$ cat config.mk
export PLATFORM = sky130hd
export DESIGN_NAME = tmte_ctrl
export DESIGN_NICKNAME = d
export VERILOG_FILES = /design/src/hdl/tmte_pkg.sv /design/src/hdl/tmte_ctrl.sv
export SDC_FILE = /design/constraint.sdc
export NUM_CORES = 1
export LEC_CHECK = 0
export BUFFER_PORTS_ARGS = -buffer_cell sky130_fd_sc_hd__clkbuf_2
export CORE_AREA = 2 2 39 41
export DETAILED_ROUTE_END_ITERATION = 10
export DIE_AREA = 0 0 41 43
export GPL_TIMING_DRIVEN = 1
export PLACE_DENSITY_LB_ADDON = 0.3
export SLEW_MARGIN = 25
export SYNTH_ARGS = -nofsm -noshare
export SYNTH_HDL_FRONTEND = slang
export SYNTH_SLANG_ARGS = --single-unit
$ cat constraint.sdc
create_clock -name i_clk -period 1 [get_ports i_clk]
set_clock_uncertainty 0.05 [all_clocks]
set_input_delay 0.2 -clock i_clk [delete_from_list [all_inputs] [get_ports i_clk]]
set_output_delay 0.2 -clock i_clk [all_outputs]
set_load 0.02 [all_outputs]
$ cat src/hdl/tmte_pkg.sv
// ----------------------------------------------------------------------------
// tmte_pkg: shared types and constants of the text mode terminal engine
// Request codes, item layouts, control codes and the command and status
// structs between the controller and the datapath.
// ----------------------------------------------------------------------------
package tmte_pkg;

    localparam int REQ_W     = 2;
    localparam int CODE_W    = 8;
    localparam int COLOR_W   = 4;
    localparam int INDEX_W   = 11;
    localparam int ROW_OUT_W = 5;
    localparam int COL_OUT_W = 7;
    localparam int LOC_W     = 11;
    localparam int CELL_W    = 16;
    localparam int ATTR_W    = 8;

    localparam logic [CODE_W-1:0]  CH_BACKSPACE = 8'h08;
    localparam logic [CODE_W-1:0]  CH_TAB       = 8'h09;
    localparam logic [CODE_W-1:0]  CH_LF        = 8'h0A;
    localparam logic [CODE_W-1:0]  CH_CR        = 8'h0D;
    localparam logic [CODE_W-1:0]  CH_SPACE     = 8'h20;
    localparam logic [COLOR_W-1:0] FG_WHITE     = 4'hF;
    localparam logic [ATTR_W-1:0]  ATTR_RESET   = 8'h0F;

    typedef enum logic [REQ_W-1:0] {
        REQ_PUT   = 2'd0,
        REQ_BLANK = 2'd1,
        REQ_CLEAR = 2'd2,
        REQ_READ  = 2'd3
    } t_req;

    typedef struct packed {
        t_req                req_type;
        logic [CODE_W-1:0]   char_code;
        logic [COLOR_W-1:0]  fill_color;
        logic [INDEX_W-1:0]  cell_index;
    } t_in_item;

    typedef struct packed {
        logic [ROW_OUT_W-1:0] cursor_row;
        logic [COL_OUT_W-1:0] cursor_col;
        logic [LOC_W-1:0]     cursor_location;
        logic [CELL_W-1:0]    cell_value;
    } t_out_item;

    typedef enum logic [2:0] {
        ST_IDLE,
        ST_EXEC,
        ST_SHIFT,
        ST_FILL,
        ST_FINISH
    } t_state;

    typedef enum logic [1:0] {
        OP_NONE,
        OP_EXEC,
        OP_SHIFT,
        OP_FILL
    } t_dp_op;

    typedef enum logic [1:0] {
        PTR_HOLD,
        PTR_ZERO,
        PTR_INC
    } t_ptr_op;

    typedef struct packed {
        logic    take_in;
        t_dp_op  op;
        t_ptr_op ptr_op;
        logic    load_out;
    } t_dp_cmd;

    typedef struct packed {
        logic scroll;
        logic clear;
        logic shift_last;
        logic fill_last;
    } t_dp_stat;

endpackage

$ cat src/hdl/tmte_ctrl.sv
// ----------------------------------------------------------------------------
// tmte_ctrl: sequencer of the text mode terminal engine
// Steps each item through execute, optional scroll or fill sweep and result
// hand-off; owns the input ready and the result valid.
// ----------------------------------------------------------------------------
module tmte_ctrl (
    input  logic               i_clk,
    input  logic               i_rst_n,
    input  logic               i_in_valid,
    output logic               o_in_ready,
    output logic               o_out_valid,
    input  logic               i_out_ready,
    input  tmte_pkg::t_dp_stat i_stat,
    output tmte_pkg::t_dp_cmd  o_cmd
);

    tmte_pkg::t_state r_state;
    tmte_pkg::t_state n_state;
    logic             r_out_valid;
    logic             n_out_valid;
    logic             out_free;

    assign out_free    = !r_out_valid || i_out_ready;
    assign o_out_valid = r_out_valid;

    always_ff @(posedge i_clk) begin
        if (!i_rst_n) begin
            r_state     <= tmte_pkg::ST_IDLE;
            r_out_valid <= 1'b0;
        end else begin
            r_state     <= n_state;
            r_out_valid <= n_out_valid;
        end
    end

    always_comb begin
        n_state        = r_state;
        o_in_ready     = 1'b0;
        o_cmd.take_in  = 1'b0;
        o_cmd.op       = tmte_pkg::OP_NONE;
        o_cmd.ptr_op   = tmte_pkg::PTR_HOLD;
        o_cmd.load_out = 1'b0;
        unique case (r_state)
            tmte_pkg::ST_IDLE: begin
                o_in_ready = 1'b1;
                if (i_in_valid) begin
                    o_cmd.take_in = 1'b1;
                    n_state       = tmte_pkg::ST_EXEC;
                end
            end
            tmte_pkg::ST_EXEC: begin
                o_cmd.op = tmte_pkg::OP_EXEC;
                priority if (i_stat.clear) begin
                    o_cmd.ptr_op = tmte_pkg::PTR_ZERO;
                    n_state      = tmte_pkg::ST_FILL;
                end else if (i_stat.scroll) begin
                    o_cmd.ptr_op = tmte_pkg::PTR_ZERO;
                    n_state      = tmte_pkg::ST_SHIFT;
                end else begin
                    n_state = tmte_pkg::ST_FINISH;
                end
            end
            tmte_pkg::ST_SHIFT: begin
                o_cmd.op = tmte_pkg::OP_SHIFT;
                if (i_stat.shift_last) begin
                    n_state = tmte_pkg::ST_FILL;
                end else begin
                    o_cmd.ptr_op = tmte_pkg::PTR_INC;
                end
            end
            tmte_pkg::ST_FILL: begin
                o_cmd.op = tmte_pkg::OP_FILL;
                if (i_stat.fill_last) begin
                    n_state = tmte_pkg::ST_FINISH;
                end else begin
                    o_cmd.ptr_op = tmte_pkg::PTR_INC;
                end
            end
            tmte_pkg::ST_FINISH: begin
                if (out_free) begin
                    o_cmd.load_out = 1'b1;
                    o_in_ready     = 1'b1;
                    if (i_in_valid) begin
                        o_cmd.take_in = 1'b1;
                        n_state       = tmte_pkg::ST_EXEC;
                    end else begin
                        n_state = tmte_pkg::ST_IDLE;
                    end
                end
            end
            default: n_state = tmte_pkg::ST_IDLE;
        endcase
    end

    always_comb begin
        n_out_valid = r_out_valid;
        if (o_cmd.load_out) begin
            n_out_valid = 1'b1;
        end else if (i_out_ready) begin
            n_out_valid = 1'b0;
        end
    end

    // no intake while the store is being swept
    a_no_intake_in_sweep: assert property (@(posedge i_clk) disable iff (!i_rst_n)
        (r_state == tmte_pkg::ST_SHIFT || r_state == tmte_pkg::ST_FILL) |-> !o_in_ready)
        else $error("input ready during store sweep");

    // a result is never loaded over one still waiting
    a_load_when_free: assert property (@(posedge i_clk) disable iff (!i_rst_n)
        o_cmd.load_out |-> (!r_out_valid || i_out_ready))
        else $error("result overwritten before it was taken");

    // an accepted item goes straight to execution
    a_accept_exec: assert property (@(posedge i_clk) disable iff (!i_rst_n)
        (i_in_valid && o_in_ready) |=> (r_state == tmte_pkg::ST_EXEC))
        else $error("accepted item not executed");

    // results appear only out of the finish step
    a_valid_from_finish: assert property (@(posedge i_clk) disable iff (!i_rst_n)
        $rose(o_out_valid) |-> $past(r_state == tmte_pkg::ST_FINISH))
        else $error("result valid raised outside finish step");

endmodule

After elaboration in Yosys (flattened, before gate mapping)
Cells that the tools add are included.
Widths: inputs -> output; s select.
{ "word_totals": {"elab_cells": 36, "inputBits": 8, "output_inout_bits": 8, "regBits": 4} }
{ "op_classes": {"reduce_logical": 5, "n_mux": 21, "eq_ne": 8} }
{ "ops": {"columns": ["op", "n"], "rows": [
  ["$mux 3", 6],
  ["$pmux 3 s5", 1],
  ["$pmux 4 s3", 1],
  ["$mux 1", 9],
  ["$ne 2x2->1 const B", 4],
  ["$eq 3x2->1 const B", 2],
  ["$mux 2", 2],
  ["$pmux 1 s2", 2],
  ["$reduce_and 4->1", 1],
  ["$eq 3x1->1 const B", 1],
  ["$eq 3x3->1 const B", 1],
  ["$logic_not 3->1", 1],
  ["$reduce_bool 2->1", 1],
  ["$logic_not 1->1", 1],
  ["$logic_or 1x1->1", 1]
]} }

Logic depth before layout (Yosys ltp)
{ "depth": {"depth_word": 5, "ltp_mapped": 5, "depth_no_buf": 4} }

Least setup slack after synthesis
No wires, ideal clock.
{ "synth_timing": {"kind": "register to output", "startpoint": "register r_out_valid (netlist: o_out_valid)", "endpoint": "output port o_cmd[5] (netlist name)", "t_arrival_ns": 1.112, "t_required_ns": 0.750, "path_buffers": 0, "slack_ns": -0.362, "path_stages_with_launch": 4, "path_cell_list": "dfxtp_1 -> and2b_1 -> a21boi_4 -> and2_1"} }
{ "synth_lines": {"columns": ["item", "line_no", "rtl"], "rows": [
  ["from (decl)", "tmte_ctrl.sv:19", "logic r_out_valid;"],
  ["from (signal assigned)", "tmte_ctrl.sv:32", "r_out_valid <= n_out_valid;"],
  ["to (decl)", "tmte_ctrl.sv:14", "output tmte_pkg::t_dp_cmd o_cmd"]
]} }

==> flow_metrics.env <==
export IMPL_outcome="complete, but fails checks"
export IMPL_violations="negative setup slack"
export IMPL_reg2reg_depth=7
export IMPL_grt_pass1_wl_um=1310
export IMPL_vias=367
export IMPL_fin_ws_ns=-0.414
export IMPL_worstPathRequired_ns=0.75
export IMPL_synth_distinct_cells=23
export IMPL_hold_end="r_state[0]"
export IMPL_maxCapViolations=0
export IMPL_crit_path_start_kind="register"
export IMPL_endpoint_kind="output pin"
export IMPL_syn_nets=43
export IMPL_relSlewSlack_pct=87.6
export IMPL_cts_max_level=1
export IMPL_slowest_delay_ns=0.30
export IMPL_synth_edf_count=0
export IMPL_drt_iter0_markers=8
export IMPL_core_area_um2=1380
export IMPL_syn_to_final_growth_pct=152
export IMPL_ys_async_sr_fraction_pct=0
export IMPL_use_met1_pct=11.8
export IMPL_finalHoldViolCount=0
export IMPL_syn_inst=35
export IMPL_root_buffer="clkbuf_4"
export IMPL_clkTransAtPathRegs_ns=0.04
export IMPL_grt_max_degree=6
export IMPL_cp_max_fo=3
export IMPL_worstMarginPinSlew_ns=0.186
export IMPL_p_leak_nw=0.326
export IMPL_avgSynthCellArea_um2=8.08
export IMPL_avgViaCountPerCell=4.37
export IMPL_wl_um=944
export IMPL_dp_hpwl_um=676
export IMPL_top_level_ports=16
export IMPL_die_y_um=43
export IMPL_yosysSeqAreaShare_pct=28.3
export IMPL_cp_cell_sequence="and2b_2 -> a21boi_4 -> and2_4 -> buf_8"
export IMPL_fillers=135
export IMPL_drc=0
export IMPL_setup_viol=9
export IMPL_synth_flop_cell="dfxtp_1"
export IMPL_instances_no_fill=84
export IMPL_met3_usage_pct=4.71
export IMPL_drtPass1Iterations=3
export IMPL_rsz0062_at_grt="true"
export IMPL_cts_tree="built"
export IMPL_min_delay_start="i_rst_n"
export IMPL_r2r_end="r_state[0]"
export IMPL_finalSetupTns_ns=-2.74
export IMPL_placed_cells=76
export IMPL_floorplan_initialDensity_pct=20.4
export IMPL_die_w_um=41
export IMPL_gp_congestion=0.763
export IMPL_cts_sinks=4
export IMPL_max_freq_mhz=707
export IMPL_layout_min_cycle_time_ns=1.41
export IMPL_grt_ovfl_total=0
export IMPL_post_route_period_util_pct=141
export IMPL_syn_area_um2=283
export IMPL_dieArea_um2=1760
export IMPL_wl_per_cell_um=11.2
export IMPL_grt_usage_pct=11.7
export IMPL_drv_slew=0
export IMPL_arrival_ns=1.16
export IMPL_clock_path_buffers=2
export IMPL_slowest_stage="dfxtp_2"
export IMPL_crit_type="reg2out"
export IMPL_drive_above_1_share_pct=86.8
export IMPL_grt_pass1_vias=348
export IMPL_cts_buffers=3
export IMPL_port_buffers=15
export IMPL_r2r_start="r_state[2]"
export IMPL_antenna_left=0
export IMPL_clkLatencyLatePin_ns=0.24
export IMPL_ys_warnings_count=0
export IMPL_nets=78
export IMPL_peakVddDrop_mv=0.733
export IMPL_antenna_found_initial=0
export IMPL_grtUsageMet2_pct=18.4
export IMPL_power_density_nw_per_um2=1450
export IMPL_synth_seq_cells=4
export IMPL_hold_depth=3
export IMPL_diodes=0
export IMPL_worst_r2r_setup_slack_ns=-0.22
export IMPL_rows=14
export IMPL_min_path_type="in2reg"
export IMPL_busiest_layer="met2"
synthesized netlist by cell type (2+ instances only):
library cell	n	share of area [%]
dfxtp_1	4	28
nor2_1	4	5.3
nand2_1	3	4.0
nand3_1	3	5.3
a21oi_1	2	3.5
inv_1	2	2.7
worst max-delay path by stage:
stage                      startpoint    endpoint  slack (ns)  cells after the start
after floorplan           o_out_valid    o_cmd[5]       -0.27                      3
after global placement    i_out_ready    o_cmd[5]       -0.20                      5
after detailed placement   r_state[0]  r_state[0]       -0.21                      5
after CTS                 o_out_valid    o_cmd[5]       -0.45                      4
final                     o_out_valid    o_cmd[5]       -0.41                      4
after global routing      o_out_valid    o_cmd[5]       -0.46                      4
cell type report:
type                       instances  area [um2]  area share, %
timing repair buffer              32         290           40.8
sequential                         4        87.6           12.3
tap                               16        20.0           2.81
multi-input combinational         27         284           39.9
inverter                           2        7.51           1.05
clock buffer                       3        22.5           3.16
layer usage:
layer,vias to the layer above,wire (um)
met5,-,0
li1,186,-
met4,0,11
met1,167,384
met3,2,50
met2,12,498
power breakdown:
part / total [mW] / leakage (nW) / switching (mW) / internal, mW
Sequential: 0.211 / 0.0347 / 0.0275 / 0.184
Combinational: 0.622 / 0.278 / 0.260 / 0.362
Clock: 0.201 / 0.0138 / 0.0665 / 0.134
registers in the layout (all words and copies together) (netlist names):
signal	flops
r_state	3
o_out_valid	1
critical path: cells and delay by family, from the launching register on:
kind                   cells  cell delay (ns)
AOI/OAI and AO/OA          1             0.15
and+or+nand+nor            2             0.38
DFF                        1             0.30
buffers and inverters      1             0.10
cell families after synthesis:
| group | Yosys count | share of synthesized area, % |
|---|---|---|
| compound gates | 8 | 24.3 |
| buf+inv | 4 | 9.29 |
| flops | 4 | 28.3 |
| simple gates | 19 | 38.1 |
cell usage in the layout, fill, tap and decap left out, types with 2 or more instances in the layout:
master and n:
buf_6 9, inv_2 2, buf_4 9, clkbuf_4 4
nor2_4 3, dfxtp_2 3, a21oi_2 2, buf_8 4
clkbuf_2 8
stage by stage:
step	utilization [%]	area, um2	hold slack [ns]	total power [mW]	setup slack (ns)
after floorplan	-	320	0.278	0.451	-0.271
after global placement	35.2	487	0.438	0.617	-0.200
after detailed placement	35.2	487	0.442	0.620	-0.211
after CTS	46.9	649	0.192	0.986	-0.455
after global routing	51.4	712	0.211	1.10	-0.459
final	51.4	712	0.200	1.03	-0.414
repair_timing:
| action | CTS | global route |
|---|---|---|
| setup buffers | 6 | 2 |
| hold buffers | 0 | 0 |
| resized for setup | 26 | 19 |
| endpoints found under the hold margin | 0 | 0 |
| setup endpoints to repair | 10 | 11 |
| pin swaps | 5 | 5 |
Power figures use the tool's default switching activity.
